===== src/hdl/cuh_ram.sv =====
// Generic single-port-write, single-port-read RAM with registered read.
// No dependencies.
module cuh_ram #(
	parameter int WIDTH = 8,
	parameter int DEPTH = 16
) (
	input  logic                              clk,
	input  logic                              we,
	input  logic [$clog2(DEPTH > 1 ? DEPTH : 2)-1:0] waddr,
	input  logic [WIDTH-1:0]                  wdata,
	input  logic                              re,
	input  logic [$clog2(DEPTH > 1 ? DEPTH : 2)-1:0] raddr,
	output logic [WIDTH-1:0]                  rdata
);
	logic [WIDTH-1:0] mem [DEPTH];

	always_ff @(posedge clk) begin
		if (we)
			mem[waddr] <= wdata;
		if (re)
			rdata <= mem[raddr];
	end
endmodule


===== config.mk =====
export PLATFORM = sky130hd
export DESIGN_NAME = cuh_ram
export DESIGN_NICKNAME = d
export VERILOG_FILES = /design/src/hdl/cuh_ram.sv
export SDC_FILE = /design/constraint.sdc
export NUM_CORES = 1
export LEC_CHECK = 0
export ABC_CLOCK_PERIOD_IN_PS = 6200
export BUFFER_PORTS_ARGS = -buffer_cell sky130_fd_sc_hd__buf_2
export CORE_MARGIN = 2
export CORE_UTILIZATION = 42
export CTS_CLUSTER_SIZE = 16
export DETAILED_ROUTE_END_ITERATION = 7
export RECOVER_POWER = 100
export SYNTH_ARGS = -nofsm -noshare
export SYNTH_HDL_FRONTEND = slang
export SYNTH_SLANG_ARGS = --single-unit

===== constraint.sdc =====
create_clock -name clk -period 6.2 [get_ports clk]
set_clock_uncertainty 0.05 [all_clocks]
set_input_delay 1.86 -clock clk [delete_from_list [all_inputs] [get_ports clk]]
set_output_delay 1.86 -clock clk [all_outputs]
set_load 0.05 [all_outputs]

==> metrics <==
worst-path cell chain=buf_2, mux4_1, a22oi_1, nand2_1; Crit Path Class=in -> reg; critical path depth=4; CP Capture Type=flip-flop; top-level I/O count=27; chip width=116 µm; post-CTS setup buffers=0; crit share post-route=a little under 60%; CTS clk-pin slew, worst paths=60 ps; initial core utilization=between 40 and 50%; Num CTS Buffers=17; Layout area overhead=16.7%; Layout Nets=between 200 and 300; busiest grt layer=met1; measured slew at the worst slew-check pin=around 1500 ps; Pleak=approximately 2.0 nW; CP arrival=3740 ps; first-pass GRT wire length=around 15,000 µm; multi-input logic area=roughly 1100 µm²; vias in the first global route=roughly 2,500; FF+latch count, synth=approximately 140; cell family with most CP delay=buffers and inverters; CTS tree=built; Crit Path Max Fanout=32; full die area=roughly 13,000 µm²; Synth Cell Area=about 5200 µm²; drt first pass iters=5; initial antenna violation count=0; Final Max Slew Viols=9; overall power=2.19 mW; pre-CTS setup slack=between 2000 and 2500 ps; via/cell ratio=about 5.4; register area=~4100 µm²; Worst Path Buf+Inv=1; Data required, critical path=about 6300 ps; hold path depth=3; top cell type's share of synthesized area=about four fifths; max cap viols=1; setup TNS=0 ps; WL final=approximately 10,000 µm; Initial DRC Count=188; final-report hold violation count=0; unrepaired setup endpoints after global routing=no; Cells after Synth=229; failing checks=capacitance limit, slew limit; Via Count=2,412; Cell variety after synth=18; Die Y=roughly 120 µm; FMAX=between 0.2 and 0.3 GHz; worst skew pair latency=410 ps; Max IR drop VDD=0.219 mV; Ant. Diodes=0; # fillers=slightly below 1,000; DR DRC count=0; Post-Syn Nets=roughly 250; Core Rows=40; P per Cell Area=around 360 nW/µm²; met2 usage=between 20% and 30%; Yosys top cell by area=edfxtp_1; YS warnings=0; Syn Area/Cell=between 20 and 25 µm²; Final Util=between 50 and 60%; M3 GR Usage=roughly 5.4%; status=complete, but fails checks; H-tree depth=4; CP max stage delay=790 ps; Synth area leaders=edfxtp_1 78%, mux4_2 7.8%, mux4_1 7.0%; layout cells sized above 1=20.7%; fin crit period=3630 ps; Hold Crit Class=reg -> reg; placed wire-length estimate=between 6000 and 7000 µm; Critical-path top delay cell=buf_2; largest net degree at the start of global routing=33; Post-CTS Hold Buffers=0; Clock Root Buffer=clkbuf_16; CTS Sinks=between 100 and 150; final setup vio count=0; Startpoint Class=input pin; Post-DRT Antenna Nets=0; post-route setup slack=approximately 2600 ps; WL/cell=roughly 22 µm; total core area=between 10,000 and 15,000 µm²; # port buffers=26; Overflow after GRT=0; CTS resizes=0; CTS max path bufs=2; total track usage=16.7%; met1 Use GR=approximately 25%; Slew HR=-3.74%; R2R depth=3; RD Place Congestion=0.694; sequential area share after synthesis=about four fifths
## Yosys cell counts (all sizes together)
master and count:
edfxtp 136, mux4 32, a22oi 16, nor2 13
nand2 9, buf 7, nor3 4, clkdlybuf4s25 3
nand2b 2, nand3b 2, and2 1, and2b 1
nand3 1, nor2b 1, or3b 1
## flip-flops by register name, summed over array words and instances, names as in the netlist
| name | cells |
|---|---|
| mem | 128 |
| rdata | 8 |
## tightest hold or removal path: cells and delay by family, from the launching register on
family	cells	cell delay, ps
AOI/OAI and AO/OA	1	50
DFF	1	310
muxes	1	220
and+or+nand+nor	1	60
## logic make-up after synthesis
family / count (synthesis) / synth area share [%]
compound gates: 16 / 2.30
flops: 136 / 78.1
simple gates: 35 / 3.14
buf+inv: 10 / 1.65
mux: 32 / 14.8
## layer usage
layer | wire [µm] | part of all wire [%]
met1 | 4570 | 45
met2 | 4610 | 46
met3 | 826 | 8.2
met4 | 59 | 0.59
met5 | 0 | 0
## where the power goes
part	internal, mW	switching (mW)
clock	0.674	0.375
combinational	0.0336	0.0694
sequential	1.04	0.00518
## path summary, 6_finish.rpt
check                           slack (ps)       start       end
worst min register to register         700  mem[15][7]  rdata[7]
worst min-delay path                   700  mem[15][7]  rdata[7]
worst max-delay path                  2570    raddr[0]  rdata[3]
worst max register to register        4640   mem[5][3]  rdata[3]
## cells in the final DEF (no fill, tap or decap)
cell type   instances
inv_6               1
nor2b_1             1
clkinv_2            1
clkinv_4            4
nand3b_1            2
clkbuf_16          17
and2b_1             1
nor3_1              4
clkinv_1            1
nand2b_1            2
clkinvlp_4          4
mux4_2             18
and2_1              1
a22oi_1            16
buf_2               8
nor2_1             13
clkbuf_1           21
nand2_1             9
nand3_1             1
edfxtp_1          136
or3b_2              1
bufinv_16           4
mux4_1             14
## cell type report
class / instances / share of cell area, %
clock buffer: 17 / 6.98
clock inverter: 15 / 3.32
multi-input combinational: 83 / 17.3
sequential: 136 / 67.0
tap: 168 / 3.45
timing repair buffer: 29 / 1.95
## per-stage QoR
step	instances	hold slack, ps	instance area (µm²)
CTS	448	702	6140
global route	448	721	6100
global placement	416	678	5510
finish	448	701	6100
detailed placement	416	688	5510
floorplan	229	655	5230
No activity file was read; power rests on OpenSTA's default activity.
