--- src/hdl/cuh_pkg.sv ---
// Shared package for the cone uplift heightfield block.
// Constants, register and action codes, hotspot record and state type.
package cuh_pkg;

	localparam int MAX_HOTSPOTS = 16;
	localparam int GRID_DIM_MAX = 4096;
	localparam int IDX_W = (MAX_HOTSPOTS > 1) ? $clog2(MAX_HOTSPOTS) : 1;
	localparam int CNT_W = $clog2(MAX_HOTSPOTS + 1);
	localparam int ELEV_MAX = 8388607;

	typedef logic [1:0] action_t;
	localparam action_t ACT_CLEAR = 2'd0;
	localparam action_t ACT_LOAD  = 2'd1;
	localparam action_t ACT_CELL  = 2'd2;
	localparam action_t ACT_NONE  = 2'd3;

	typedef logic [2:0] reg_idx_t;
	localparam reg_idx_t REG_SEA_LEVEL   = 3'd0;
	localparam reg_idx_t REG_ORIGIN_X    = 3'd1;
	localparam reg_idx_t REG_ORIGIN_Z    = 3'd2;
	localparam reg_idx_t REG_CELL_WIDTH  = 3'd3;
	localparam reg_idx_t REG_CELL_HEIGHT = 3'd4;
	localparam reg_idx_t REG_GRID_WIDTH  = 3'd5;
	localparam reg_idx_t REG_GRID_HEIGHT = 3'd6;

	typedef struct packed {
		logic [31:0] x;
		logic [31:0] z;
		logic [23:0] peak;
		logic [23:0] radius;
	} hotspot_t;

	localparam int HS_W = $bits(hotspot_t);

	typedef enum logic [9:0] {
		S_IDLE   = 10'b0000000001,
		S_CENTER = 10'b0000000010,
		S_READ   = 10'b0000000100,
		S_CHECK  = 10'b0000001000,
		S_SQR    = 10'b0000010000,
		S_SQRT   = 10'b0000100000,
		S_MUL    = 10'b0001000000,
		S_DIV    = 10'b0010000000,
		S_FINISH = 10'b0100000000,
		S_DONE   = 10'b1000000000
	} state_t;

endpackage

--- src/hdl/cuh_div.sv ---
// Iterative restoring divider, one quotient bit per cycle.
// Uses cuh_pkg.
module cuh_div import cuh_pkg::*; (
	input  logic        clk,
	input  logic        arst_n,
	input  logic        start,
	input  logic [47:0] numer,
	input  logic [23:0] denom,
	output logic        done,
	output logic [47:0] quot
);
	logic [47:0] num_q;
	logic [23:0] den_q;
	logic [23:0] rem_q;
	logic [5:0]  cnt_q;
	logic        busy_q;
	logic        done_q;
	logic [24:0] rem_n;
	logic        ge;

	assign rem_n = {rem_q, num_q[47]};
	assign ge    = rem_n >= {1'b0, den_q};
	assign done  = done_q;
	assign quot  = num_q;

	always_ff @(posedge clk or negedge arst_n) begin
		if (!arst_n) begin
			busy_q <= 1'b0;
			done_q <= 1'b0;
			cnt_q  <= '0;
		end else begin
			done_q <= 1'b0;
			if (start) begin
				busy_q <= 1'b1;
				cnt_q  <= 6'd48;
			end else if (busy_q) begin
				cnt_q <= cnt_q - 6'd1;
				if (cnt_q == 6'd1) begin
					busy_q <= 1'b0;
					done_q <= 1'b1;
				end
			end
		end
	end

	always_ff @(posedge clk) begin
		if (start) begin
			num_q <= numer;
			den_q <= denom;
			rem_q <= '0;
		end else if (busy_q) begin
			if (ge) begin
				rem_q <= 24'(rem_n - {1'b0, den_q});
				num_q <= {num_q[46:0], 1'b1};
			end else begin
				rem_q <= rem_n[23:0];
				num_q <= {num_q[46:0], 1'b0};
			end
		end
	end
endmodule

--- config.mk ---
export PLATFORM = sky130hd
export DESIGN_NAME = cuh_div
export DESIGN_NICKNAME = d
export VERILOG_FILES = /design/src/hdl/cuh_pkg.sv /design/src/hdl/cuh_div.sv
export SDC_FILE = /design/constraint.sdc
export NUM_CORES = 1
export LEC_CHECK = 0
export ABC_AREA = 1
export BUFFER_PORTS_ARGS = -buffer_cell sky130_fd_sc_hd__buf_2
export CAP_MARGIN = 20
export CORE_MARGIN = 4
export CORE_UTILIZATION = 50
export DETAILED_ROUTE_END_ITERATION = 10
export PLACE_DENSITY = 0.79
export SKIP_LAST_GASP = 1
export SYNTH_ARGS = -nofsm -noshare
export SYNTH_HDL_FRONTEND = slang
export SYNTH_SLANG_ARGS = --single-unit
--- constraint.sdc ---
create_clock -name clk -period 2.45 [get_ports clk]
set_clock_uncertainty 0.15 [all_clocks]
set_input_delay 0.3675 -clock clk [delete_from_list [all_inputs] [get_ports clk]]
set_output_delay 0.3675 -clock clk [all_outputs]
set_load 0.01 [all_outputs]
==> results of run 1 <==
-- layer usage --
metal	vias up	global-route usage, %
met1	2516	26.7
met4	0	7.73
li1	2898	-
met3	29	5.84
met2	175	34.4
met5	-	0
-- path summary, 6_finish.rpt --
check                          start        end  slack, ns
hold reg to reg             rem_q[4]   rem_q[4]       0.32
hold / removal              denom[4]   den_q[4]       0.03
setup reg to reg           den_q[21]  rem_q[10]       0.19
min in group asynchronous     arst_n   cnt_q[1]       0.26
max in group asynchronous     arst_n   cnt_q[0]       1.71
setup / recovery           den_q[21]  rem_q[10]       0.19
-- worst register-to-register path: stages (launching register included) --
cell and delay [ns]:
edfxtp_1 0.34, inv_1 0.05, ha_1 0.35, nand2_1 0.12
nor3_1 0.24, nand2_1 0.13, nor2_1 0.13, nand2_2 0.10
nand3_4 0.19, buf_4 0.18, nand2_1 0.06, nand3_1 0.07
nand2_1 0.05
-- registers in the layout (all words and copies together), names as in the netlist --
signal and flops:
busy_q 1, cnt_q 6, den_q 24, done 1, quot 48, rem_q 24
-- cells by family after synthesis --
family | count (synthesis) | synth area share [%]
buffers and inverters | 162 | 10.2
AO/OA/AOI/OAI | 22 | 2.02
flip-flops | 104 | 45.8
AND/OR/NAND/NOR | 523 | 35.2
adder cells (fa/ha/maj) | 27 | 5.56
XOR/XNOR | 9 | 1.27
-- power groups by stage --
stage	clock [W]	combinational [W]	sequential [W]
after floorplan	0	0.00247	0.00245
after global placement	0	0.00326	0.00246
after detailed placement	0	0.00329	0.00246
after CTS	0.00138	0.00332	0.00243
after global routing	0.00145	0.00379	0.00247
final	0.00135	0.00335	0.00243
-- repair_timing --
| item | CTS | global route |
|---|---|---|
| hold endpoints to repair | 8 | 0 |
| gates resized for setup | 0 | 2 |
| hold buffers | 1 | 0 |
| endpoints found under the setup margin | 0 | 2 |
-- area by class of cell --
class                   instances  area [sq um]  share of cell area, %
inverters                     139           522                   7.09
clock inverters                 4          36.3                  0.493
clock buffers                  12           236                   3.22
repair buffers                139           763                   10.4
well taps                     168           210                   2.86
flip-flops and latches        104          2840                   38.7
multi-input cells             581          2740                   37.3
-- cells in the mapped netlist --
cell type  instances  share of area [%]
nor2_1            31                1.9
nand4_4            1               0.34
edfxtp_1          72                 35
buf_2              6               0.48
clkbuf_1          14               0.85
clkinv_1           3               0.18
nand3_4            1               0.28
dfrtp_1            8                3.2
a21oi_1           14                1.1
nor3_2             1               0.16
buf_1              1              0.060
nand2_1          395                 24
nand4_1           30                3.0
nor3_1             3               0.24
ha_1              26                5.2
xor2_1             1               0.14
o22ai_1            1               0.10
nand3_1           46                3.7
inv_2              4               0.24
nand3b_1           8               0.97
nor4_1             1               0.10
nand2_2            3               0.30
a21oi_4            1               0.26
inv_1            132                8.0
nor2_2             3               0.30
buf_6              2               0.36
xnor2_1            8                1.1
dfxtp_1           24                7.7
o21a_1             1               0.12
fa_1               1               0.32
o21ai_0            5               0.40
-- stage by stage --
| step | hold WS, ns | total power (W) |
|---|---|---|
| global route | 0.0215 | 0.00771 |
| floorplan | -0.0781 | 0.00492 |
| global placement | 0.0712 | 0.00572 |
| finish | 0.0295 | 0.00713 |
| CTS | 0.0175 | 0.00713 |
| detailed placement | 0.0737 | 0.00575 |
==> results.toml, run 1 <==
[floorplan]
floorplan.core_area_sq_um = 12100
placement_rows = 40
io_count = 124
die_h_microns = 119
fp.dieArea_sq_um = 14300
start_util_pct = 51.5
chipWidth_microns = 119

[power]
power_frac_comb_pct = 46.9
internal_power_w = 0.00420
switching_fraction_of_total_power_pct = 41.1
p_clk_share_pct = 18.9
total_switching_power_w = 0.00293
power.share.sequential_pct = 34.1
power-per-cell-area_nw_per_um2 = 969
max-vdd-ir-drop_mv = 0.482
leakagePower_nw = 4.03

[cells_and_area]
final_common_cell = "nand2_1"
final_design_area_no_fill_sq_um = 7350
fill_cell_total_of_the_finished_layout = 1104
areaGrowthSynthToFinish_pct = 18.5
finalNonFillerCells = 1147
final_core_utilization_pct = 61.0
antenna_cells_inserted = 0
final_cell_mix = "395 x nand2_1, 131 x inv_1, 123 x buf_2"
final_net_count = 1076
layout-drive-gt1-share_pct = 17.2

[worst_setup_path]
cp_num_buf_inv = 2
timing.critical_path.cells = "inv_1, ha_1, nand2_1, nor3_1, nand2_1, nor2_1, nand2_2, nand3_4, buf_4, nand2_1, nand3_1, nand2_1"
cp_common_cell = "nand2_1"
worst-path-max-fanout = 12
cp.depth = 12
timing_worst_setup_path_type = "flip-flop to flip-flop"
crit_path_max_incr_delay_ns = 0.35
kind_of_start_point_of_the_critical_path = "flip-flop"
arrival_ns = 2.35
rr_worst_depth = 12
critical-path-top-delay-family = "simple AND/OR/NAND/NOR gates"
worst_setup_path_end_kind = "flip-flop"
cp_data_required_time_ns = 2.54
timing.critical_path.slowest_stage_cell = "ha_1"

[clock_tree]
ctsRootBufferMaster = "clkbuf_16"
h-tree-depth = 3
post_cts_buffers = 0
clk-insertion-delay-late_ns = 0.36
cts.clk_slew.worst_paths_ns = 0.07
tritoncts_clock_tree = "done"
cts_inserted_buffers = 9
tritoncts_num_sinks = 104
clk_path_buf_depth = 2

[global_route]
grt_overflow_total = 0
first_global_vias = 5292
grt_pass1_wl_microns = 24300
grt_max_degree = 52
grt_use_total_pct = 21.0
number_of_antenna_violations_at_the_first_check_in_global_routing = 0

[sta]
slew-limit-headroom_pct = 66.7
clock.fmax_mhz = 442
final.period_utilization_pct = 92.3
tmin_final_ns = 2.26
report.final.setup_viol = 0
unrepaired_setup_endpoints_after_global_routing = "no"
fin_ws_ns = 0.188
worst_pin_slew_ns = 0.500
setup_total_negative_slack_ns = 0
timing_max_transition_violations_final = 0
timing_hold_violations_final = 0

[routing]
detail_route.wl_per_cell_microns = 13.0
first_iter_violations = 341
route.detailed.vias_per_inst = 4.90
top_layer_used = "met4"
via_count = 5618
ant_nets = 0
dr.pass1.iters = 5
postRouteWirelength_microns = 14900
dr_wl_met3_microns = 1100
remaining_drc_errors = 0
wire_length_on_met1_microns = 6540
detail_route_met2_wl_microns = 6910

[yosys]
yosysSeqAreaShare_pct = 45.8
synthesis.instances = 847
ys_types = 31
syn_area_per_cell_sq_um = 7.33
synth_area_sq_um = 6210
synth.ff_latch_count = 104
synth_nets = 949
synth-warning-count = 0

[placed_design]
worst_slack_at_placement_ns = 0.129
finalWeightedCongestion = 1.03
dp_cells = 1130
dpl_cell_area_sq_um = 7060
dpl.hpwl_microns = 11200
portBuffers = 123

[min_path]
min-delay-path-class = "primary input to flip-flop"
hold_path_depth = 1

[run_status]
run_status = "complete, no violations"

[flow_run]
timing.max_cap.violations = 0
(Power assumes the default switching activity.)
==> inputs of run 2 (changes only) <==
- CORE_ASPECT_RATIO: default -> 0.6
==> results.toml, run 2 (synthesized netlist as in run 1, its figures left out) <==
[min_path]
hold_path_depth = 1
hold_wc_startpoint = "denom[12]"
min-delay-path-class = "primary input to flip-flop"

[cells_and_area]
final_net_count = 1081
layout-drive-gt1-share_pct = 17.9
final_design_area_no_fill_sq_um = 7420
regArea_sq_um = 2840
finalNonFillerCells = 1149
largest_reg_flops = 48
final_core_utilization_pct = 61.3
fill_cell_total_of_the_finished_layout = 1100
final_common_cell = "nand2_1"
areaGrowthSynthToFinish_pct = 19.6
final_cell_mix = "395 x nand2_1, 131 x inv_1, 123 x buf_2"
multi_input_area_sq_um = 2750
antenna_cells_inserted = 0

[sta]
report.final.setup_viol = 0
whs_ns = 0.0276
clock.fmax_mhz = 429
tmin_final_ns = 2.33
timing_max_transition_violations_final = 0
final.period_utilization_pct = 95.1
fin_ws_ns = 0.120
slew-limit-headroom_pct = 65.2
unrepaired_setup_endpoints_after_global_routing = "yes"
worst_pin_slew_ns = 0.522
timing_hold_violations_final = 0

[global_route]
first_global_vias = 5179
grt_max_degree = 52
grt_use_total_pct = 22.2
number_of_antenna_violations_at_the_first_check_in_global_routing = 0
grt_overflow_total = 0
grt_pass1_wl_microns = 25700

[clock_tree]
cts_inserted_buffers = 9
clk_path_buf_depth = 2
h-tree-depth = 3
tritoncts_clock_tree = "done"
ctsRootBufferMaster = "clkbuf_16"
tritoncts_num_sinks = 104
clk-insertion-delay-late_ns = 0.36
cts.clk_slew.worst_paths_ns = 0.08

[flow_run]
timing.max_cap.violations = 0

[worst_setup_path]
timing_worst_setup_path_type = "flip-flop to flip-flop"
cp_common_cell = "nand2_1"
critical-path-top-delay-family = "simple AND/OR/NAND/NOR gates"
regToRegSetupSlack_ns = 0.12
cp_num_buf_inv = 2
setup.worst_path.start = "quot[47]"
crit_path_max_incr_delay_ns = 0.41
kind_of_start_point_of_the_critical_path = "flip-flop"
worst-path-max-fanout = 3
cp.depth = 15
rr_worst_depth = 15
timing.critical_path.slowest_stage_cell = "fa_1"
timing.critical_path.cells = "inv_1, ha_1, fa_1, inv_1, nand3_1, nand3_2, nand2_1, nand3_2, nand2_1, nand2_1, nand2_1, nand2_1, nand2_1, nand3_1, nand2_1"
critical_path.reg2reg.startpoint = "quot[47]"
worst_setup_path_end_kind = "flip-flop"
arrival_ns = 2.43
cp_data_required_time_ns = 2.55

[floorplan]
start_util_pct = 51.3
chipWidth_microns = 152
fp.dieArea_sq_um = 14300
die_h_microns = 94.3
io_count = 124
floorplan.core_area_sq_um = 12100
placement_rows = 31

[placed_design]
dpl_cell_area_sq_um = 7090
dp_cells = 1130
dpl.hpwl_microns = 12100
portBuffers = 123
finalWeightedCongestion = 0.989
worst_slack_at_placement_ns = 0.0876

[routing]
dr.pass1.iters = 7
postRouteWirelength_microns = 16200
route.detailed.vias_per_inst = 5.00
ant_nets = 0
detail_route.wl_per_cell_microns = 14.1
via_count = 5748
first_iter_violations = 467
remaining_drc_errors = 0

[run_status]
run_status = "complete, no violations"

[power]
leakagePower_nw = 4.07
power-per-cell-area_nw_per_um2 = 1000
max-vdd-ir-drop_mv = 0.503
==> run 2: cell types whose count changed in the layout (fill, tap and decap cells not counted), sizes merged <==
cell    before  now
buf        138  142
clkbuf      12    9
clkinv       3    7
inv        139  138
nand3       47   48
==> run 2: area by class of cell <==
cell class / count / share of cell area (%)
Clock inverter: 7 / 0.893
Sequential cell: 104 / 38.3
Tap cell: 165 / 2.78
Timing Repair Buffer: 143 / 10.9
Multi-Input combinational cell: 582 / 37.1
Inverter: 139 / 7.03
Clock buffer: 9 / 3.03
==> run 2: report_power, final <==
group          switching (W)  internal [W]
logic                0.00223       0.00138
registers           0.000210       0.00221
clock network       0.000706      0.000711
==> run 2: repair_timing <==
item / in CTS / in global routing
resized for setup: 0 / 2
setup endpoints to repair: 0 / 3
hold endpoints to repair: 8 / 0
setup buffers: 0 / 1
hold buffers: 1 / 0
==> run 2: worst paths after layout <==
kind                             end
max in group asynchronous       done
min in group asynchronous   cnt_q[4]
max                        rem_q[16]
min                        den_q[12]
max reg2reg                rem_q[16]
min reg2reg                 rem_q[7]
==> run 2: metrics by stage <==
step,power (W),setup TNS (ns)
finish,0.00745,0
global route,0.00806,-0.0254
CTS,0.00736,0
detailed placement,0.00592,0
global placement,0.00588,0
floorplan,0.00492,0
==> run 2: layer usage <==
| layer | global-route usage (%) | part of all wire (%) | wire length, microns | vias up |
|---|---|---|---|---|
| met5 | 0 | 0 | 0 | - |
| met4 | 4.26 | 0.90 | 146 | 0 |
| met3 | 5.48 | 9.3 | 1500 | 15 |
| met2 | 30.8 | 41 | 6580 | 214 |
| met1 | 34.8 | 49 | 7980 | 2609 |
| li1 | - | - | - | 2910 |
