## src/hdl/cuh_pkg.sv

```systemverilog
// Shared package for the cone uplift heightfield block.
// Constants, register and action codes, hotspot record and state type.
package cuh_pkg;

	localparam int MAX_HOTSPOTS = 16;
	localparam int GRID_DIM_MAX = 4096;
	localparam int IDX_W = (MAX_HOTSPOTS > 1) ? $clog2(MAX_HOTSPOTS) : 1;
	localparam int CNT_W = $clog2(MAX_HOTSPOTS + 1);
	localparam int ELEV_MAX = 8388607;

	typedef logic [1:0] action_t;
	localparam action_t ACT_CLEAR = 2'd0;
	localparam action_t ACT_LOAD  = 2'd1;
	localparam action_t ACT_CELL  = 2'd2;
	localparam action_t ACT_NONE  = 2'd3;

	typedef logic [2:0] reg_idx_t;
	localparam reg_idx_t REG_SEA_LEVEL   = 3'd0;
	localparam reg_idx_t REG_ORIGIN_X    = 3'd1;
	localparam reg_idx_t REG_ORIGIN_Z    = 3'd2;
	localparam reg_idx_t REG_CELL_WIDTH  = 3'd3;
	localparam reg_idx_t REG_CELL_HEIGHT = 3'd4;
	localparam reg_idx_t REG_GRID_WIDTH  = 3'd5;
	localparam reg_idx_t REG_GRID_HEIGHT = 3'd6;

	typedef struct packed {
		logic [31:0] x;
		logic [31:0] z;
		logic [23:0] peak;
		logic [23:0] radius;
	} hotspot_t;

	localparam int HS_W = $bits(hotspot_t);

	typedef enum logic [9:0] {
		S_IDLE   = 10'b0000000001,
		S_CENTER = 10'b0000000010,
		S_READ   = 10'b0000000100,
		S_CHECK  = 10'b0000001000,
		S_SQR    = 10'b0000010000,
		S_SQRT   = 10'b0000100000,
		S_MUL    = 10'b0001000000,
		S_DIV    = 10'b0010000000,
		S_FINISH = 10'b0100000000,
		S_DONE   = 10'b1000000000
	} state_t;

endpackage

```

## src/hdl/cuh_sqrt.sv

```systemverilog
// Iterative floor square root, two radicand bits per cycle.
// Uses cuh_pkg.
module cuh_sqrt import cuh_pkg::*; (
	input  logic        clk,
	input  logic        arst_n,
	input  logic        start,
	input  logic [47:0] radicand,
	output logic        done,
	output logic [23:0] root
);
	logic [47:0] rad_q;
	logic [25:0] rem_q;
	logic [23:0] root_q;
	logic [4:0]  cnt_q;
	logic        busy_q;
	logic        done_q;
	logic [27:0] rem_n;
	logic [27:0] trial;
	logic        ge;

	assign rem_n = {rem_q, rad_q[47:46]};
	assign trial = {2'b00, root_q, 2'b01};
	assign ge    = rem_n >= trial;
	assign done  = done_q;
	assign root  = root_q;

	always_ff @(posedge clk or negedge arst_n) begin
		if (!arst_n) begin
			busy_q <= 1'b0;
			done_q <= 1'b0;
			cnt_q  <= '0;
		end else begin
			done_q <= 1'b0;
			if (start) begin
				busy_q <= 1'b1;
				cnt_q  <= 5'd24;
			end else if (busy_q) begin
				cnt_q <= cnt_q - 5'd1;
				if (cnt_q == 5'd1) begin
					busy_q <= 1'b0;
					done_q <= 1'b1;
				end
			end
		end
	end

	always_ff @(posedge clk) begin
		if (start) begin
			rad_q  <= radicand;
			rem_q  <= '0;
			root_q <= '0;
		end else if (busy_q) begin
			rad_q <= {rad_q[45:0], 2'b00};
			if (ge) begin
				rem_q  <= 26'(rem_n - trial);
				root_q <= {root_q[22:0], 1'b1};
			end else begin
				rem_q  <= rem_n[25:0];
				root_q <= {root_q[22:0], 1'b0};
			end
		end
	end
endmodule

```

## config.mk

```make
export PLATFORM = sky130hd
export DESIGN_NAME = cuh_sqrt
export DESIGN_NICKNAME = d
export VERILOG_FILES = /design/src/hdl/cuh_pkg.sv /design/src/hdl/cuh_sqrt.sv
export SDC_FILE = /design/constraint.sdc
export NUM_CORES = 1
export LEC_CHECK = 0
export BUFFER_PORTS_ARGS = -buffer_cell sky130_fd_sc_hd__buf_2
export CORE_MARGIN = 4
export CORE_UTILIZATION = 58
export CTS_CLUSTER_SIZE = 28
export DETAILED_ROUTE_END_ITERATION = 16
export PLACE_DENSITY_LB_ADDON = 0.05
export SETUP_SLACK_MARGIN = 0.4
export SLEW_MARGIN = 5
export SYNTH_ARGS = -nofsm -noshare
export SYNTH_HDL_FRONTEND = slang
export SYNTH_SLANG_ARGS = --single-unit
```

## constraint.sdc

```tcl
create_clock -name clk -period 3.3 [get_ports clk]
set_input_delay 0.66 -clock clk [delete_from_list [all_inputs] [get_ports clk]]
set_output_delay 0.66 -clock clk [all_outputs]
set_load 0.01 [all_outputs]
```

==> results of run 1 <==
-- how the worst max path moves through the flow --
stage,cells after the start,start,to
after floorplan,12,root[11]$_SDFFE_PP0P_,rem_q[17]$_SDFFE_PP0P_
after global placement,10,root[11]$_SDFFE_PP0P_,rem_q[17]$_SDFFE_PP0P_
after detailed placement,10,root[3]$_SDFFE_PP0P_,rem_q[24]$_SDFFE_PP0P_
after CTS,10,root[10]$_SDFFE_PP0P_,rem_q[17]$_SDFFE_PP0P_
after global routing,10,root[3]$_SDFFE_PP0P_,rem_q[12]$_SDFFE_PP0P_
final,10,root[3]$_SDFFE_PP0P_,rem_q[24]$_SDFFE_PP0P_
-- synth_stat cells, drive strengths merged, types with 9 or more instances --
cell type | instances | share of area (%)
a211oi | 12 | 1.7
a21o | 12 | 1.6
a21oi | 27 | 2.4
a311oi | 14 | 2.1
and3 | 9 | 0.98
buf | 11 | 1.0
clkbuf | 17 | 1.1
dfxtp | 50 | 17
edfxtp | 48 | 25
ha | 28 | 6.1
inv | 34 | 2.2
mux2 | 46 | 9.0
mux2i | 24 | 4.2
nand2 | 50 | 3.3
nand3 | 14 | 1.2
nor2 | 66 | 4.3
o21ai | 16 | 1.4
xnor2 | 14 | 2.1
-- metrics by stage --
stage	utilization (%)	worst slack [ns]
final	68.2	0.507
after global routing	68.2	0.364
after CTS	66.2	0.409
after detailed placement	64.3	0.324
after global placement	64.3	0.441
after floorplan	-	0.515
-- worst max-delay path, stage by stage (launching register included) --
cell,delay [ns]
dfxtp_2,0.36
inv_1,0.05
ha_2,0.32
a211oi_2,0.24
nor2_1,0.09
or3_1,0.38
and3_1,0.23
o31ai_4,0.35
and2_2,0.35
nand2_1,0.08
a311oi_1,0.26
-- power breakdown --
group          internal (W)  switching, W  total (W)  leakage, nW
Combinational       0.00140       0.00164    0.00304         1.79
Sequential          0.00158      0.000148    0.00173         1.01
Clock              0.000272      0.000447   0.000719       0.0810
Total               0.00326       0.00224    0.00549         2.87
-- flip-flops by register name, summed over array words and instances, names as in the netlist --
name	cells
rad_q	48
rem_q	26
root	24
cnt_q	5
busy_q	1
done	1
-- per-layer routing --
metal | vias to the layer above | GRT usage [%] | routed length [um]
met2 | 94 | 37.9 | 6170
met3 | 19 | 3.72 | 466
met4 | 0 | 7.12 | 210
met1 | 2083 | 30.3 | 5650
met5 | - | 0 | 0
li1 | 2222 | - | -
-- cell type report --
class                           count  area [um2]  area share [%]
Tap cell                          133         166            2.52
Inverter                           35         131            1.99
Clock buffer                        9         124            1.88
Clock inverter                      7        42.5           0.644
Multi-Input combinational cell    404        3010            45.6
Timing Repair Buffer               90         494            7.49
Sequential cell                   105        2630            39.9
-- cells by family (layout without fill, tap and decap cells) --
| family | after synthesis | count (layout) | synth area share, % |
|---|---|---|---|
| AO/OA/AOI/OAI | 113 | 113 | 14.2 |
| flip-flops | 105 | 105 | 45.6 |
| XOR/XNOR | 21 | 21 | 3.21 |
| AND/OR/NAND/NOR | 170 | 172 | 13.2 |
| buffers and inverters | 63 | 141 | 4.45 |
| multiplexers | 70 | 70 | 13.2 |
| adder cells (fa/ha/maj) | 28 | 28 | 6.11 |
-- timing repair --
item,in CTS,in global routing
pin swaps,2,6
gates cloned,1,1
endpoints found under the hold margin,0,0
setup buffers,0,7
endpoints found under the setup margin,19,26
gates resized for setup,7,29
==> flow_metrics.py, run 1 <==
metrics = {
    "timing": {
        "timing.final.max_slew_violations": 0,
        "layout_min_cycle_time_ns": 2.79,
        "timing.final.hold_violations": 0,
        "setup_viol_count_final": 0,
        "final.period_utilization_pct": 84.6,
        "worst_slew_margin_rel_pct": 40.5,
        "rsz0062_at_grt": "true",
        "fin_hold_ws_ns": 0.107,
        "fmaxAchievable_mhz": 358,
        "fin_tns_setup_ns": 0,
        "worstMarginPinSlew_ns": 0.893,
        "skew_ns": 0.00599,
    },
    "yosys": {
        "yosys_register_bits": 105,
        "synth_flop_cell": "dfxtp_1",
        "synth_nets": 649,
        "post_synth_instance_area_um2": 5740,
        "synthArstFlopShare_pct": 6.67,
        "yosys.cell_types.count": 57,
        "synth_enable_flop_cells": 48,
        "synth.yosys.seq_area_share_pct": 45.6,
        "synthesis.area_per_instance_um2": 10.1,
        "synthesis.yosys.warnings": 0,
        "synthCells": 570,
    },
    "worst_setup_path": {
        "worst-path-max-fanout": 6,
        "worstSetupEndpointType": "flip-flop",
        "worstReg2RegStart": "root[3]$_SDFFE_PP0P_",
        "critPathKind": "reg2reg",
        "worst-endpoint-required_ns": 3.58,
        "crit_path_start_kind": "flip-flop",
        "crit_arrival_ns": 3.07,
        "ff2ff_setup_slack_ns": 0.51,
        "worstReg2RegEnd": "rem_q[24]$_SDFFE_PP0P_",
        "timing.reg2reg.worst_path_depth": 10,
    },
    "route": {
        "drc": 0,
        "postRouteAntennaNets": 0,
        "detailedRoute.firstPassIterationCount": 5,
        "routed_wire_length_per_instance_um": 16.0,
        "drt_iter0_drc": 180,
        "routed_wl_um": 12500,
        "via_per_inst": 5.64,
        "vias": 4418,
    },
    "global_routing": {
        "global_route_wire_length_before_repair_um": 21100,
        "number_of_global_route_vias_before_repair": 4381,
        "grt_util_all_layers_pct": 22.7,
        "initial_antenna_violation_count": 0,
        "grt_overflow": 0,
        "grt_start_max_net_pins": 75,
    },
    "final_layout": {
        "diodes": 0,
        "post_route_cells_drive_above_1_share_pct": 30.0,
        "final_area_um2": 6600,
        "mostFrequentLayoutCells": "74 x buf_2, 66 x nor2_1, 49 x nand2_1",
        "finish.cell_count_without_fillers": 783,
        "fillers": 774,
        "area_delta_synth_final_pct": 15.1,
        "final_common_cell": "buf_2",
        "num-nets-final": 724,
    },
    "clock_tree": {
        "root_buffer": "clkbuf_8",
        "worst_skew_pair_latency_ns": 0.37,
        "clk_sink_count": 105,
        "ctsHtreeMaxLevel": 3,
        "tritoncts": "done",
        "cts_inserted_buffers": 9,
        "max-clock-path-buffers": 2,
        "hold_buffers": 0,
        "clkSlewWorstSetupHoldPaths_ns": 0.10,
    },
    "place": {
        "place.detailed.instances": 758,
        "port_buffers": 75,
        "hpwlAfterDp_um": 8720,
        "place_congestion": 0.880,
        "placement.cell_area_um2": 6220,
    },
    "power": {
        "total_power_w": 0.00549,
        "ir_worst_vdd_mv": 0.379,
        "cellLeakagePower_nw": 2.87,
        "power_per_cell_area_nw_per_um2": 832,
    },
    "floorplanning": {
        "ioPinCount": 76,
        "floorplan.initialDensity_pct": 59.3,
        "standard_cell_core_area_um2": 9680,
        "full_die_area_um2": 11500,
        "core.rowCount": 36,
        "die-height_um": 107,
        "dieWidth_um": 107,
    },
    "worst_hold_path": {
        "hp-class": "in2async",
    },
    "outcome": {
        "status": "finished, final reports clean",
    },
    "flow_run": {
        "drv_cap": 0,
    },
}
(Power assumes the default switching activity.)
==> run 2, diff against run 1 <==
--- a/config.mk
+++ b/config.mk
@@ -5,9 +5,10 @@
 export SDC_FILE = /design/constraint.sdc
 export NUM_CORES = 1
 export LEC_CHECK = 0
+export ABC_AREA = 1
 export BUFFER_PORTS_ARGS = -buffer_cell sky130_fd_sc_hd__buf_2
 export CORE_MARGIN = 4
-export CORE_UTILIZATION = 58
+export CORE_UTILIZATION = 53
 export CTS_CLUSTER_SIZE = 28
 export DETAILED_ROUTE_END_ITERATION = 16
 export PLACE_DENSITY_LB_ADDON = 0.05
==> constraint.sdc (replaced) <==
create_clock -name clk -period 2.4 [get_ports clk]
set_input_delay 0.48 -clock clk [delete_from_list [all_inputs] [get_ports clk]]
set_output_delay 0.48 -clock clk [all_outputs]
set_load 0.01 [all_outputs]
==> run 2 against run 1 <==
Against the previous run: design area rose by 20%; register-to-register slack got worse by 0.17 ns; worst setup slack got worse by 0.17 ns; via count rose by 28%; global-route usage rose by 2.1 points; total power rose by 90%; first-iteration DRC count rose by 44%; area after synthesis rose by 4.6%; die area rose by 13%; largest cell class unchanged; critical endpoint is now rem_q[11]$_SDFFE_PP0P_.
==> flow_metrics.py, run 2 <==
metrics = {
    "yosys": {
        "synth_compound_gate_area_share_pct": 8.96,
        "synth_flop_cell": "dfxtp_1",
        "synthCells": 819,
        "synth_adder_area_share_pct": 5.84,
        "synth.yosys.seq_area_share_pct": 43.6,
        "synthesis.area_per_instance_um2": 7.33,
        "yosys.area.top_type_share_pct": 24.0,
        "yosys_register_bits": 105,
        "synth_xor_area_share_pct": 1.46,
        "muxShareOfSynthArea_pct": 0,
        "synthesis.yosys.warnings": 0,
        "synth_simple_gate_area_share_pct": 31.1,
        "synth_top_family_by_area": "simple AND/OR/NAND/NOR gates",
        "yosys.cell_types.count": 42,
        "synth_most_common_cell": "nand2_1",
        "synth_enable_flop_cells": 48,
        "synth_nets": 898,
        "synth.top_cells.by_count": "327 x nand2_1, 107 x inv_1, 53 x nand3_1",
        "synthArstFlopShare_pct": 6.67,
        "synth.area.top_cells": "edfxtp_1 24%, nand2_1 20%, dfxtp_1 17%, inv_1 6.7%, ha_1 5.8%",
        "post-synth-top-area-cell": "edfxtp_1",
        "post_synth_instance_area_um2": 6000,
    },
    "place": {
        "place_congestion": 0.970,
        "port_buffers": 75,
        "hpwlAfterDp_um": 11000,
        "placement.cell_area_um2": 6700,
    },
    "final_layout": {
        "mostFrequentLayoutCells": "302 x nand2_1, 81 x inv_1, 75 x buf_2",
        "num-nets-final": 1017,
        "final_area_um2": 7920,
        "diodes": 0,
        "largest_register_ff_count": 48,
        "area_delta_synth_final_pct": 31.9,
        "register_name_with_the_most_flops": "rad_q",
        "final_common_cell": "nand2_1",
        "post_route_cells_drive_above_1_share_pct": 33.1,
    },
    "clock_tree": {
        "cts_inserted_buffers": 9,
        "tritoncts": "done",
        "clk_sink_count": 105,
        "max-clock-path-buffers": 2,
        "ctsHtreeMaxLevel": 3,
        "root_buffer": "clkbuf_16",
        "clkSlewWorstSetupHoldPaths_ns": 0.08,
        "worst_skew_pair_latency_ns": 0.36,
    },
    "global_routing": {
        "initial_antenna_violation_count": 0,
        "grt_overflow": 0,
        "grt_util_all_layers_pct": 24.8,
        "grt_start_max_net_pins": 50,
        "global_route_wire_length_before_repair_um": 25800,
        "number_of_global_route_vias_before_repair": 5530,
    },
    "worst_setup_path": {
        "crit_arrival_ns": 2.32,
        "worstSetupEndpointType": "flip-flop",
        "cp_cell_sequence": "inv_4 > ha_4 > nand2_2 > nand2_2 > nand3_2 > nand2_2 > nand2_1 > nand3_2 > nor2_4 > nand2_8 > buf_12 > or2_2 > nand3_2 > nand2_1",
        "crit_path_start_kind": "flip-flop",
        "critPathKind": "reg2reg",
        "crit_path_top_delay_cell": "dfxtp_2",
        "critPathBufInv": 2,
        "critical-path-top-delay-family": "simple AND/OR/NAND/NOR gates",
        "cp_slowest_stage_delay_ns": 0.36,
        "worst-endpoint-required_ns": 2.65,
        "worst-path-max-fanout": 7,
    },
    "timing": {
        "worstMarginPinSlew_ns": 0.488,
        "fin_tns_setup_ns": 0,
        "worst_slew_margin_rel_pct": 67.3,
        "skew_ns": 0.0134,
        "layout_min_cycle_time_ns": 2.07,
        "timing.final.max_slew_violations": 0,
        "final.period_utilization_pct": 86.1,
        "timing.final.hold_violations": 0,
        "rsz0062_at_grt": "true",
        "setup_viol_count_final": 0,
        "fmaxAchievable_mhz": 484,
    },
    "floorplanning": {
        "standard_cell_core_area_um2": 11000,
        "dieWidth_um": 114,
        "full_die_area_um2": 13100,
        "die-height_um": 114,
        "core.rowCount": 38,
        "ioPinCount": 76,
        "floorplan.initialDensity_pct": 54.6,
    },
    "flow_run": {
        "drv_cap": 0,
    },
    "route": {
        "routed_wl_um": 16100,
        "via_per_inst": 5.21,
        "detailedRoute.firstPassIterationCount": 5,
        "postRouteAntennaNets": 0,
        "routed_wire_length_per_instance_um": 14.9,
        "drc": 0,
        "vias": 5636,
        "drt_iter0_drc": 260,
    },
    "outcome": {
        "status": "finished, final reports clean",
    },
    "power": {
        "ir_worst_vdd_mv": 0.925,
        "cellLeakagePower_nw": 3.90,
        "power_per_cell_area_nw_per_um2": 1310,
    },
    "worst_hold_path": {
        "hp-class": "in2reg",
    },
}
## run 2: stage by stage
stage                     power, W  hold WS [ns]  worst slack (ns)  util, %  std cells
after global placement     0.00711         0.316             0.116     61.0       1037
after CTS                  0.00942         0.371             0.398     68.5       1066
final                       0.0104         0.380             0.334     72.1       1082
after floorplan            0.00589         0.184             0.405        -        819
after detailed placement   0.00716         0.319             0.108     61.0       1037
after global routing        0.0112         0.374             0.250     72.1       1082
## run 2: per-layer routing
layer,global-route usage [%],vias up,share of wire (%)
met5,0,-,0
li1,-,2862,-
met4,10.5,0,2.5
met3,5.55,34,5.0
met1,30.1,2579,42
met2,42.4,161,50
## run 2: cells by family after synthesis
family	count (synthesis)
adder cells (fa/ha/maj)	28
XOR/XNOR	10
AO/OA/AOI/OAI	90
buffers and inverters	135
flip-flops	105
AND/OR/NAND/NOR	451
## run 2: final timing paths
kind                                           to                   start  cells after the start  slack [ns]
max in group asynchronous    cnt_q[1]$_DFFE_PN0P_                  arst_n                      2        1.77
setup reg to reg           rem_q[11]$_SDFFE_PP0P_   root[19]$_SDFFE_PP0P_                     14        0.33
hold / removal             rem_q[25]$_SDFFE_PP0P_                   start                      2        0.38
min in group asynchronous    cnt_q[3]$_DFFE_PN0P_                  arst_n                      2        0.48
setup / recovery           rem_q[11]$_SDFFE_PP0P_   root[19]$_SDFFE_PP0P_                     14        0.33
hold reg to reg            rem_q[11]$_SDFFE_PP0P_  rem_q[11]$_SDFFE_PP0P_                      2        0.48
## run 2: cell type report
class	instances	area (um2)
Tap cell	140	175
Timing Repair Buffer	131	887
Inverter	111	440
Fill cell	867	3060
Multi-Input combinational cell	580	3480
Clock buffer	10	229
Clock inverter	5	42.5
Sequential cell	105	2660
## run 2: timing repair
action	in CTS	in global routing
pin swaps	19	30
gates cloned	1	0
hold buffers	1	0
buffers inserted	12	16
setup endpoints to repair	27	26
resized for setup	93	92
hold endpoints to repair	7	0
## run 2: power breakdown
group          total [W]  internal [W]  leakage [nW]  switching [W]
Clock            0.00140      0.000710         0.134       0.000694
Sequential       0.00245       0.00220          1.03       0.000254
Combinational    0.00656       0.00288          2.73        0.00368
Total             0.0104       0.00579          3.90        0.00462
==> run 3, diff against run 2 <==
--- a/config.mk
+++ b/config.mk
@@ -8,7 +8,8 @@
 export ABC_AREA = 1
 export BUFFER_PORTS_ARGS = -buffer_cell sky130_fd_sc_hd__buf_2
 export CORE_MARGIN = 4
-export CORE_UTILIZATION = 53
+export CORE_UTILIZATION = 55
+export CTS_BUF_LIST = sky130_fd_sc_hd__clkbuf_2
 export CTS_CLUSTER_SIZE = 28
 export DETAILED_ROUTE_END_ITERATION = 16
 export PLACE_DENSITY_LB_ADDON = 0.05
==> run 3 against run 2 <==
Against the previous run: first-iteration DRC count up 36%; core utilization up 2.3 points; total power down 2.8%; sequential power about the same; sequential share of layout area up 0.62 points; critical path depth up 1; clock power down 41%.
==> flow_metrics.py, run 3 (same netlist as run 2, synthesis figures left out) <==
metrics = {
    "global_routing": {
        "number_of_global_route_vias_before_repair": 5754,
        "initial_antenna_violation_count": 0,
        "grt_overflow": 0,
        "global_route_wire_length_before_repair_um": 27000,
        "grt_start_max_net_pins": 54,
        "grt_util_all_layers_pct": 26.2,
    },
    "clock_tree": {
        "max-clock-path-buffers": 2,
        "clkSlewWorstSetupHoldPaths_ns": 0.33,
        "ctsHtreeMaxLevel": 3,
        "root_buffer": "clkbuf_2",
        "cts_inserted_buffers": 9,
        "worst_skew_pair_latency_ns": 0.67,
        "tritoncts": "done",
        "clk_sink_count": 105,
    },
    "power": {
        "cellLeakagePower_nw": 3.86,
        "power_per_cell_area_nw_per_um2": 1300,
        "ir_worst_vdd_mv": 0.852,
    },
    "final_layout": {
        "seq_area_um2": 2660,
        "finish.cell_count_without_fillers": 1080,
        "area_delta_synth_final_pct": 29.7,
        "mostFrequentLayoutCells": "301 x nand2_1, 80 x inv_1, 75 x buf_2",
        "final_core_util_pct": 74.4,
        "post_route_cells_drive_above_1_share_pct": 33.4,
        "num-nets-final": 1018,
        "fillers": 796,
        "largest_register_ff_count": 48,
        "multiInputGateArea_um2": 3480,
        "diodes": 0,
        "final_common_cell": "nand2_1",
        "register_name_with_the_most_flops": "rad_q",
    },
    "timing": {
        "timing.final.max_slew_violations": 0,
        "setup_viol_count_final": 0,
        "worst_slew_margin_rel_pct": 69.7,
        "rsz0062_at_grt": "true",
        "final.period_utilization_pct": 88.5,
        "layout_min_cycle_time_ns": 2.12,
        "skew_ns": 0.0449,
        "layout_setup_ws_ns": 0.276,
        "fin_hold_ws_ns": 0.0486,
        "fin_tns_setup_ns": 0,
        "timing.final.hold_violations": 0,
        "fmaxAchievable_mhz": 471,
        "worstMarginPinSlew_ns": 0.449,
    },
    "route": {
        "detailedRoute.firstPassIterationCount": 5,
        "drc": 0,
        "via_per_inst": 5.38,
        "postRouteAntennaNets": 0,
        "routed_wl_um": 16900,
        "drt_iter0_drc": 353,
        "vias": 5811,
        "routed_wire_length_per_instance_um": 15.7,
    },
    "place": {
        "place.detailed.instances": 1028,
        "hpwlAfterDp_um": 11000,
        "place_congestion": 0.995,
        "pre_cts_ws_ns": 0.121,
        "port_buffers": 75,
    },
    "flow_run": {
        "drv_cap": 0,
    },
    "worst_setup_path": {
        "worstSetupEndpointType": "flip-flop",
        "crit_arrival_ns": 2.69,
        "worst-endpoint-required_ns": 2.97,
        "cp_slowest_stage_delay_ns": 0.41,
        "crit_path_start_kind": "flip-flop",
        "critical-path-top-delay-family": "simple AND/OR/NAND/NOR gates",
        "worst-path-max-fanout": 7,
        "critPathBufInv": 4,
        "cp_cell_sequence": "inv_2 > ha_4 > nand2_4 > nor2_4 > inv_2 > nor2_1 > nand2_1 > nand3_2 > nand3_4 > nand2_8 > buf_12 > buf_16 > nand3_1 > nand3_2 > nand2_1",
        "ff2ff_setup_slack_ns": 0.28,
        "critPathKind": "reg2reg",
        "crit_path_top_delay_cell": "dfxtp_2",
    },
    "floorplanning": {
        "full_die_area_um2": 12600,
        "core.rowCount": 37,
        "standard_cell_core_area_um2": 10500,
        "die-height_um": 112,
        "floorplan.initialDensity_pct": 57.4,
        "ioPinCount": 76,
        "dieWidth_um": 112,
    },
    "worst_hold_path": {
        "hp-class": "in2reg",
    },
    "outcome": {
        "status": "finished, final reports clean",
    },
}
[run 3: through the flow]
stage	total power, W	cell area (um2)
after floorplan	0.00589	6020
after global placement	0.00710	6670
after detailed placement	0.00716	6670
after CTS	0.00903	7440
after global routing	0.0108	7780
final	0.0101	7780
[run 3: path summary, 6_finish.rpt]
path	startpoint	to	depth (start not counted)
setup / recovery	root[8]$_SDFFE_PP0P_	rem_q[13]$_SDFFE_PP0P_	15
hold / removal	radicand[28]	rad_q[28]$_DFFE_PP_	3
setup reg to reg	root[8]$_SDFFE_PP0P_	rem_q[13]$_SDFFE_PP0P_	15
hold reg to reg	rem_q[21]$_SDFFE_PP0P_	rem_q[21]$_SDFFE_PP0P_	2
max in group asynchronous	arst_n	cnt_q[0]$_DFFE_PN0P_	2
min in group asynchronous	arst_n	cnt_q[1]$_DFFE_PN0P_	2
[run 3: cell type report]
class	instances	area share [%]
multi-input cells	579	44.7
flip-flops and latches	105	34.2
repair buffers	133	12.2
inverters	111	5.42
well taps	136	2.19
clock inverters	7	0.804
clock buffers	9	0.579
[run 3: metal layers]
| layer | wire [um] | share of wire, % | GRT usage, % | vias to the layer above |
|---|---|---|---|---|
| met5 | 0 | 0 | 0 | - |
| met4 | 762 | 4.5 | 10.9 | 0 |
| met3 | 976 | 5.8 | 6.58 | 63 |
| met2 | 8390 | 50 | 45.1 | 209 |
| met1 | 6800 | 40 | 31.1 | 2670 |
| li1 | - | - | - | 2869 |
[run 3: worst register-to-register path: cells and delay by family, from the launching register on]
kind / cells / cell delay (ns)
fa+ha+maj: 1 / 0.30
buf+inv: 4 / 0.35
flops: 1 / 0.41
simple gates: 10 / 1.00
[run 3: where the power goes]
group          internal (W)  switching [W]  total, W
clock network      0.000163       0.000658  0.000821
logic               0.00305        0.00381   0.00686
registers           0.00220       0.000251   0.00245
total               0.00541        0.00472    0.0101
[run 3: repair_timing]
| action | CTS | global route |
|---|---|---|
| buffers inserted | 20 | 11 |
| hold buffers | 2 | 0 |
| resized for setup | 109 | 64 |
| endpoints found under the hold margin | 8 | 0 |
| pin swaps | 25 | 28 |
| cloned | 1 | 2 |
| setup endpoints to repair | 27 | 27 |
